--- src/rtl/l2u_pkg.sv ---
// ----------------------------------------------------------------------------
// l2u_pkg
// shared types and constants for the latin-2 to utf-8 converter
// ----------------------------------------------------------------------------
package l2u_pkg;

  localparam int unsigned RomDepth = 96;

  // first byte value served by the code point rom
  localparam logic [7:0] HIGH_BASE = 8'hA0;

  // utf-8 lead and continuation marks
  localparam logic [7:0] LEAD2 = 8'hC0;
  localparam logic [7:0] LEAD3 = 8'hE0;
  localparam logic [7:0] CONT  = 8'h80;
  localparam logic [5:0] CONT_MASK = 6'h3F;

  // encoded length codes
  localparam logic [1:0] LEN_ONE   = 2'd1;
  localparam logic [1:0] LEN_TWO   = 2'd2;
  localparam logic [1:0] LEN_THREE = 2'd3;

  // windows-1250 punctuation bytes and their code points
  localparam logic [7:0] B_LOW_DQUOTE = 8'h84;
  localparam logic [7:0] B_ELLIPSIS   = 8'h85;
  localparam logic [7:0] B_LSQUOTE    = 8'h91;
  localparam logic [7:0] B_RSQUOTE    = 8'h92;
  localparam logic [7:0] B_LDQUOTE    = 8'h93;
  localparam logic [7:0] B_RDQUOTE    = 8'h94;
  localparam logic [7:0] B_EN_DASH    = 8'h96;
  localparam logic [7:0] B_EM_DASH    = 8'h97;

  localparam logic [15:0] CP_LOW_DQUOTE = 16'h201E;
  localparam logic [15:0] CP_ELLIPSIS   = 16'h2026;
  localparam logic [15:0] CP_LSQUOTE    = 16'h2018;
  localparam logic [15:0] CP_RSQUOTE    = 16'h2019;
  localparam logic [15:0] CP_LDQUOTE    = 16'h201C;
  localparam logic [15:0] CP_RDQUOTE    = 16'h201D;
  localparam logic [15:0] CP_EN_DASH    = 16'h2013;
  localparam logic [15:0] CP_EM_DASH    = 16'h2014;

  // code points for bytes 0xa0..0xff
  localparam logic [15:0] HIGH_ROM [RomDepth] = '{
    16'h00A0,16'h0104,16'h02D8,16'h0141,16'h00A4,16'h013D,16'h015A,16'h00A7,
    16'h00A8,16'h0160,16'h015E,16'h0164,16'h0179,16'h00AD,16'h017D,16'h017B,
    16'h00B0,16'h0105,16'h02DB,16'h0142,16'h00B4,16'h013E,16'h015B,16'h02C7,
    16'h00B8,16'h0161,16'h015F,16'h0165,16'h017A,16'h02DD,16'h017E,16'h017C,
    16'h0154,16'h00C1,16'h00C2,16'h0102,16'h00C4,16'h0139,16'h0106,16'h00C7,
    16'h010C,16'h00C9,16'h0118,16'h00CB,16'h011A,16'h00CD,16'h00CE,16'h010E,
    16'h0110,16'h0143,16'h0147,16'h00D3,16'h00D4,16'h0150,16'h00D6,16'h00D7,
    16'h0158,16'h016E,16'h00DA,16'h0170,16'h00DC,16'h00DD,16'h0162,16'h00DF,
    16'h0155,16'h00E1,16'h00E2,16'h0103,16'h00E4,16'h013A,16'h0107,16'h00E7,
    16'h010D,16'h00E9,16'h0119,16'h00EB,16'h011B,16'h00ED,16'h00EE,16'h010F,
    16'h0111,16'h0144,16'h0148,16'h00F3,16'h00F4,16'h0151,16'h00F6,16'h00F7,
    16'h0159,16'h016F,16'h00FA,16'h0171,16'h00FC,16'h00FD,16'h0163,16'h02D9
  };

  // one encoded input byte: up to three utf-8 bytes, first in b0
  typedef struct packed {
    logic       valid;
    logic [1:0] len;
    logic [7:0] b0;
    logic [7:0] b1;
    logic [7:0] b2;
  } enc_t;

endpackage

--- src/rtl/l2u_encode.sv ---
// ----------------------------------------------------------------------------
// l2u_encode
// maps one latin-2 byte to its code point and encodes it as utf-8
// ----------------------------------------------------------------------------
module l2u_encode (
  input  logic [7:0]    in_byte,
  output l2u_pkg::enc_t enc
);

  logic [15:0] cp;
  logic        mapped;
  logic [7:0]  rom_off;

  assign rom_off = in_byte - l2u_pkg::HIGH_BASE;

  always_comb begin
    cp     = 16'h0000;
    mapped = 1'b1;
    if (!in_byte[7]) begin
      cp = {8'h00, in_byte};
    end else if (in_byte >= l2u_pkg::HIGH_BASE) begin
      cp = l2u_pkg::HIGH_ROM[rom_off[6:0]];
    end else begin
      case (in_byte)
        l2u_pkg::B_LOW_DQUOTE: cp = l2u_pkg::CP_LOW_DQUOTE;
        l2u_pkg::B_ELLIPSIS:   cp = l2u_pkg::CP_ELLIPSIS;
        l2u_pkg::B_LSQUOTE:    cp = l2u_pkg::CP_LSQUOTE;
        l2u_pkg::B_RSQUOTE:    cp = l2u_pkg::CP_RSQUOTE;
        l2u_pkg::B_LDQUOTE:    cp = l2u_pkg::CP_LDQUOTE;
        l2u_pkg::B_RDQUOTE:    cp = l2u_pkg::CP_RDQUOTE;
        l2u_pkg::B_EN_DASH:    cp = l2u_pkg::CP_EN_DASH;
        l2u_pkg::B_EM_DASH:    cp = l2u_pkg::CP_EM_DASH;
        default:               mapped = 1'b0;
      endcase
    end
  end

  // length by code point range, bytes left aligned in b0
  always_comb begin
    enc.valid = mapped;
    if (cp[15:7] == 9'd0) begin
      enc.len = l2u_pkg::LEN_ONE;
      enc.b0  = cp[7:0];
      enc.b1  = 8'h00;
      enc.b2  = 8'h00;
    end else if (cp[15:11] == 5'd0) begin
      enc.len = l2u_pkg::LEN_TWO;
      enc.b0  = l2u_pkg::LEAD2 | {3'b000, cp[10:6]};
      enc.b1  = l2u_pkg::CONT | {2'b00, cp[5:0] & l2u_pkg::CONT_MASK};
      enc.b2  = 8'h00;
    end else begin
      enc.len = l2u_pkg::LEN_THREE;
      enc.b0  = l2u_pkg::LEAD3 | {4'h0, cp[15:12]};
      enc.b1  = l2u_pkg::CONT | {2'b00, cp[11:6]};
      enc.b2  = l2u_pkg::CONT | {2'b00, cp[5:0] & l2u_pkg::CONT_MASK};
    end
  end

endmodule

--- src/rtl/latin2_to_utf8_converter.sv ---
// ----------------------------------------------------------------------------
// latin2_to_utf8_converter
// streaming iso-8859-2 to utf-8 transcoder, one byte in, up to three out
// ----------------------------------------------------------------------------
// usage
//   input channel in_valid / in_ready / in_byte carries one latin-2 byte per
//   item; output channel out_valid / out_ready / out_byte / last_of_run
//   carries one utf-8 byte per item, last_of_run set on the final byte of
//   the run that belongs to one input byte
//   ascii bytes give one output byte, 0xa0..0xff give two, the eight
//   windows-1250 punctuation bytes give three; any other byte in
//   0x80..0x9f is consumed and gives nothing
//   path: an accepted byte passes the input register, then the result
//   register behind the encoder, before its first output byte appears
//   throughput: one input byte per cycle while every run is one byte long
//   and out_ready stays high; a multi-byte run holds the result register
//   until its final byte is taken, so the output port sets the pace there
//   stall: when out_ready is low the result register holds its byte; the
//   input register takes items until it holds a mapped byte, then in_ready drops
//   reset: rst (synchronous, active high) empties both registers; the block
//   keeps no other state
// ----------------------------------------------------------------------------
module latin2_to_utf8_converter (
  input  logic       clk,
  input  logic       rst,
  input  logic       in_valid,
  output logic       in_ready,
  input  logic [7:0] in_byte,
  output logic       out_valid,
  input  logic       out_ready,
  output logic [7:0] out_byte,
  output logic       last_of_run
);

  // input register
  logic       hold_valid;
  logic [7:0] hold_byte;

  // result register: bytes still to send, shifted toward b0
  logic       res_valid;
  logic [1:0] res_left;
  logic [7:0] res_b0;
  logic [7:0] res_b1;
  logic [7:0] res_b2;

  l2u_pkg::enc_t enc;

  logic res_done;    // final byte of the run leaves this cycle
  logic res_free;    // result register can take a new run
  logic hold_move;   // input register item leaves (encoded or dropped)
  logic res_load;

  l2u_encode u_enc (
    .in_byte (hold_byte),
    .enc     (enc)
  );

  assign res_done  = res_valid && out_ready && (res_left == l2u_pkg::LEN_ONE);
  assign res_free  = !res_valid || res_done;
  // an unmapped byte leaves without needing the result register
  assign hold_move = hold_valid && (!enc.valid || res_free);
  assign res_load  = hold_valid && enc.valid && res_free;
  assign in_ready  = !hold_valid || hold_move;

  always_ff @(posedge clk) begin
    if (rst) begin
      hold_valid <= 1'b0;
    end else if (in_ready) begin
      hold_valid <= in_valid;
    end
  end

  always_ff @(posedge clk) begin
    if (in_valid && in_ready) begin
      hold_byte <= in_byte;
    end
  end

  always_ff @(posedge clk) begin
    if (rst) begin
      res_valid <= 1'b0;
      res_left  <= 2'd0;
    end else if (res_load) begin
      res_valid <= 1'b1;
      res_left  <= enc.len;
    end else if (res_done) begin
      res_valid <= 1'b0;
    end else if (res_valid && out_ready) begin
      res_left <= res_left - 2'd1;
    end
  end

  // payload: load a new run or shift the next byte into place
  always_ff @(posedge clk) begin
    if (res_load) begin
      res_b0 <= enc.b0;
      res_b1 <= enc.b1;
      res_b2 <= enc.b2;
    end else if (res_valid && out_ready) begin
      res_b0 <= res_b1;
      res_b1 <= res_b2;
    end
  end

  assign out_valid   = res_valid;
  assign out_byte    = res_b0;
  assign last_of_run = (res_left == l2u_pkg::LEN_ONE);

endmodule

--- config.mk ---
export PLATFORM = sky130hd
export DESIGN_NAME = latin2_to_utf8_converter
export DESIGN_NICKNAME = d
export VERILOG_FILES = /design/src/rtl/l2u_pkg.sv /design/src/rtl/l2u_encode.sv /design/src/rtl/latin2_to_utf8_converter.sv
export SDC_FILE = /design/constraint.sdc
export NUM_CORES = 1
export LEC_CHECK = 0
export BUFFER_PORTS_ARGS = -buffer_cell sky130_fd_sc_hd__buf_2
export CAP_MARGIN = 10
export CORE_UTILIZATION = 61
export DETAILED_ROUTE_END_ITERATION = 8
export HOLD_SLACK_MARGIN = 0.02
export PLACE_DENSITY = 0.81
export SETUP_SLACK_MARGIN = 0.4
export SLEW_MARGIN = 0
export SYNTH_ARGS = -nofsm -noshare
export SYNTH_HDL_FRONTEND = slang
export SYNTH_SLANG_ARGS = --single-unit
--- constraint.sdc ---
create_clock -name clk -period 4.5 [get_ports clk]
set_input_delay 0.675 -clock clk [delete_from_list [all_inputs] [get_ports clk]]
set_output_delay 0.675 -clock clk [all_outputs]
set_load 0.05 [all_outputs]
==> impl_results.md <==
* Status: completed
* DR pass1 iterations at 7
* Final worst path period share at 83.41%
* Drt via density at 6.881
* Root buffer cell: clkbuf_8
* R2R cell count at 11
* Fraction of registers with async set/reset at 0%
* Ant. Diodes at 0
* Syn Inst Count at 339
* Post-Syn Area at 0.002908 mm^2
* Area after DPL at 0.002997 mm^2
* Clk pin slew, worst setup/hold paths at 0.07 ns
* GR Util All Layers at 31.02%
* Die H at 71.04 um
* Worst Hold Class: register to register
* Min-Delay Startpoint: res_b2[2]
* Final-layout fill cell count at 349
* Synth Flop Type: edfxtp_1
* Port Buffers at 22
* DRC at 0
* Normalized max-slew margin at 44.73%
* Post-synthesis sequential area ratio at 33.73%
* RSZ-0062 raised after global routing: false
* Worst EP arrival at 3.91 ns
* VDD IR-drop max at 216.3 uV
* Data required, critical path at 4.65 ns
* Kind of end point of the critical path: register
* Area grow syn2layout at 5.809%
* Yosys reg bits at 34
* Iteration-0 DRC Markers at 439
* Largest net degree at the start of global routing at 34
* CTS tree: done
* Via Count at 2,766
* Longest Clk Path Bufs at 2
* Synth warn at 0
* Final Max Slew Viols at 0
* GPL Wtd Cong at 0.9896
* Die X at 71.04 um
* Top Ports at 23
* Post-Route WL at 7450 um
* Max cap viols at 0
* RR Endpoint: out_byte[0]
* Most frequent cells in the layout: 30 x edfxtp_1, 29 x nand2_1, 22 x nor2_1, 22 x buf_2, 21 x o21ai_0
* Routed Antenna Nets at 0
* Hpwl dp at 5326 um
* # setup viols final at 0
* Post-layout nets at 370
* Worst skew pair latency at 0.28 ns
* Critical-path cell list: inv_1 -> ha_1 -> nand4bb_1 -> nand2b_1 -> a41o_1 -> nand2b_1 -> buf_4 -> inv_1 -> o221ai_1 -> mux2i_1 -> a21o_1
* Post-synth EDFFs at 30
* Worst Setup Path Type: register to register
* CTS resizes at 0
* Syn Nets at 360
* Multi-input logic area at 0.001724 mm^2
* Starting Density at 64.99%
* Critical path peak fanout at 23
* Worst hold endpoint: res_b1[2]
* Worst R2R Setup Slack at 0.75 ns
* Die ar. at 0.005047 mm^2
* Vias in the first global route at 2,465
* Commonest non-fill, non-tap cell in the layout: edfxtp_1
* Num CTS Buffers at 5
* Clock Skew at 0.005897 ns
* Slowest stage delay, CP at 0.62 ns
* Layout cell share with drive strength beyond 1 at 14.00%
* TNS Setup at 0 ns
* Cts hold-fix bufs at 0
* Placed cell count at 394
* Worst slew pin tran at 0.8290 ns
* Setup Fix Bufs, Post-CTS at 0
* Crit. Startpoint: hold_byte[1]
* Post-route minimum period at 3.753 ns
* GRT overflow at 0
* Highest-delay cell along the critical path: edfxtp_1
* Critical R2R Launch: hold_byte[1]
* First-pass GRT wire length at 12,030 um
* H-Tree Depth at 2
* Cells on Worst Hold Path at 2
* Initial antenna violation count at 0
* Non-Filler Instances at 402
* Core Region at 0.004474 mm^2
* Rows at 24
* Synth cell types at 66
* Routed WL per cell at 18.53 um
* Leak pwr at 1.173 nW
* Storage cell area at 980.9 um^2
* Pwr per Cell Area at 281.1 mW/mm^2
* Syn avg cell area at 8.578 um^2
* Clk sinks at 34
* Design area at 0.003077 mm^2
* Achievable frequency at 0.2664 GHz
* Startpoint types: register
* Hold Vio Cnt, Final at 0
registers in the layout (all words and copies together) (netlist names):
register	cells
hold_byte	8
hold_valid	1
out_byte	8
out_valid	1
res_b1	7
res_b2	7
res_left	2
per-stage QoR:
step                      total power (W)  setup slack [ns]  hold WS [ns]  util, %
after floorplan                 0.0006012             1.209        0.4913        -
after global placement          0.0006529            0.9423        0.5021    66.97
after detailed placement        0.0006551            0.8427        0.5078    66.97
after CTS                       0.0008613            0.8176        0.5315    68.76
after global routing            0.0009036            0.5021        0.5493    68.76
final                           0.0008649            0.7466        0.5286    68.76
worst max-delay path, delay by kind of cell (launching register included):
| family | cells | cell delay [ns] |
|---|---|---|
| muxes | 1 | 0.22 |
| AOI/OAI and AO/OA | 3 | 0.77 |
| buffers and inverters | 3 | 1.01 |
| DFF | 1 | 0.62 |
| and+or+nand+nor | 3 | 0.63 |
| adders and majority gates | 1 | 0.40 |
cell families after synthesis:
logic type / after synthesis / synth area share [%]
compound gates: 111 / 26.38
xor+xnor: 1 / 0.3013
fa+ha+maj: 9 / 3.873
buf+inv: 42 / 6.971
flops: 34 / 33.73
mux: 11 / 4.905
simple gates: 131 / 23.84
cells in the mapped netlist, drive strengths merged (3+ instances only):
library cell / n / area (um^2)
a21o: 5 / 37.54
buf: 14 / 97.59
nand3b: 3 / 22.52
o31ai: 10 / 90.09
or3: 5 / 31.28
mux2: 3 / 33.78
dfxtp: 4 / 80.08
nor2: 23 / 88.84
nor2b: 11 / 68.82
clkbuf: 13 / 48.80
o21a: 4 / 30.03
a31oi: 10 / 62.56
a211o: 5 / 43.79
nand3: 10 / 50.05
o211ai: 4 / 30.03
and2: 7 / 43.80
a21oi: 19 / 95.09
nand2: 29 / 108.9
mux2i: 6 / 63.81
o21ai: 24 / 120.1
nand2b: 16 / 100.1
nor3: 10 / 50.05
or2: 3 / 18.77
ha: 9 / 112.6
a211oi: 10 / 75.07
inv: 14 / 52.55
edfxtp: 30 / 900.9
final cells by class:
cell class              count  area share (%)
clock buffers               5           2.237
inverters                  15           1.830
well taps                  52           2.115
repair buffers             30           5.531
flip-flops and latches     34           31.88
multi-input cells         263           56.04
clock inverters             3          0.3660
report_power, final:
part	switching, W	total [W]	internal [W]
clock	0.000106	0.000209	0.000103
combinational	0.000172	0.000263	0.0000919
sequential	0.0000218	0.000393	0.000371
total	0.000299	0.000865	0.000566
worst max-delay path by stage:
stage	endpoint	slack, ns	cells past startpoint
2_1_floorplan	out_byte[0]	1.21	8
3_3_place_gp	out_byte[0]	0.94	11
3_5_place_dp	out_byte[0]	0.84	11
4_1_cts	out_byte[0]	0.82	11
5_1_grt	out_byte[0]	0.50	11
6_report	out_byte[0]	0.75	11
metal layers:
layer	share of wire, %	vias to the layer above	track usage, %
met1	41	1241	41.75
li1	-	1285	-
met3	11	34	8.547
met4	3.5	0	12.89
met5	0	-	0
met2	44	206	47.44
Power figures use the tool's default switching activity.
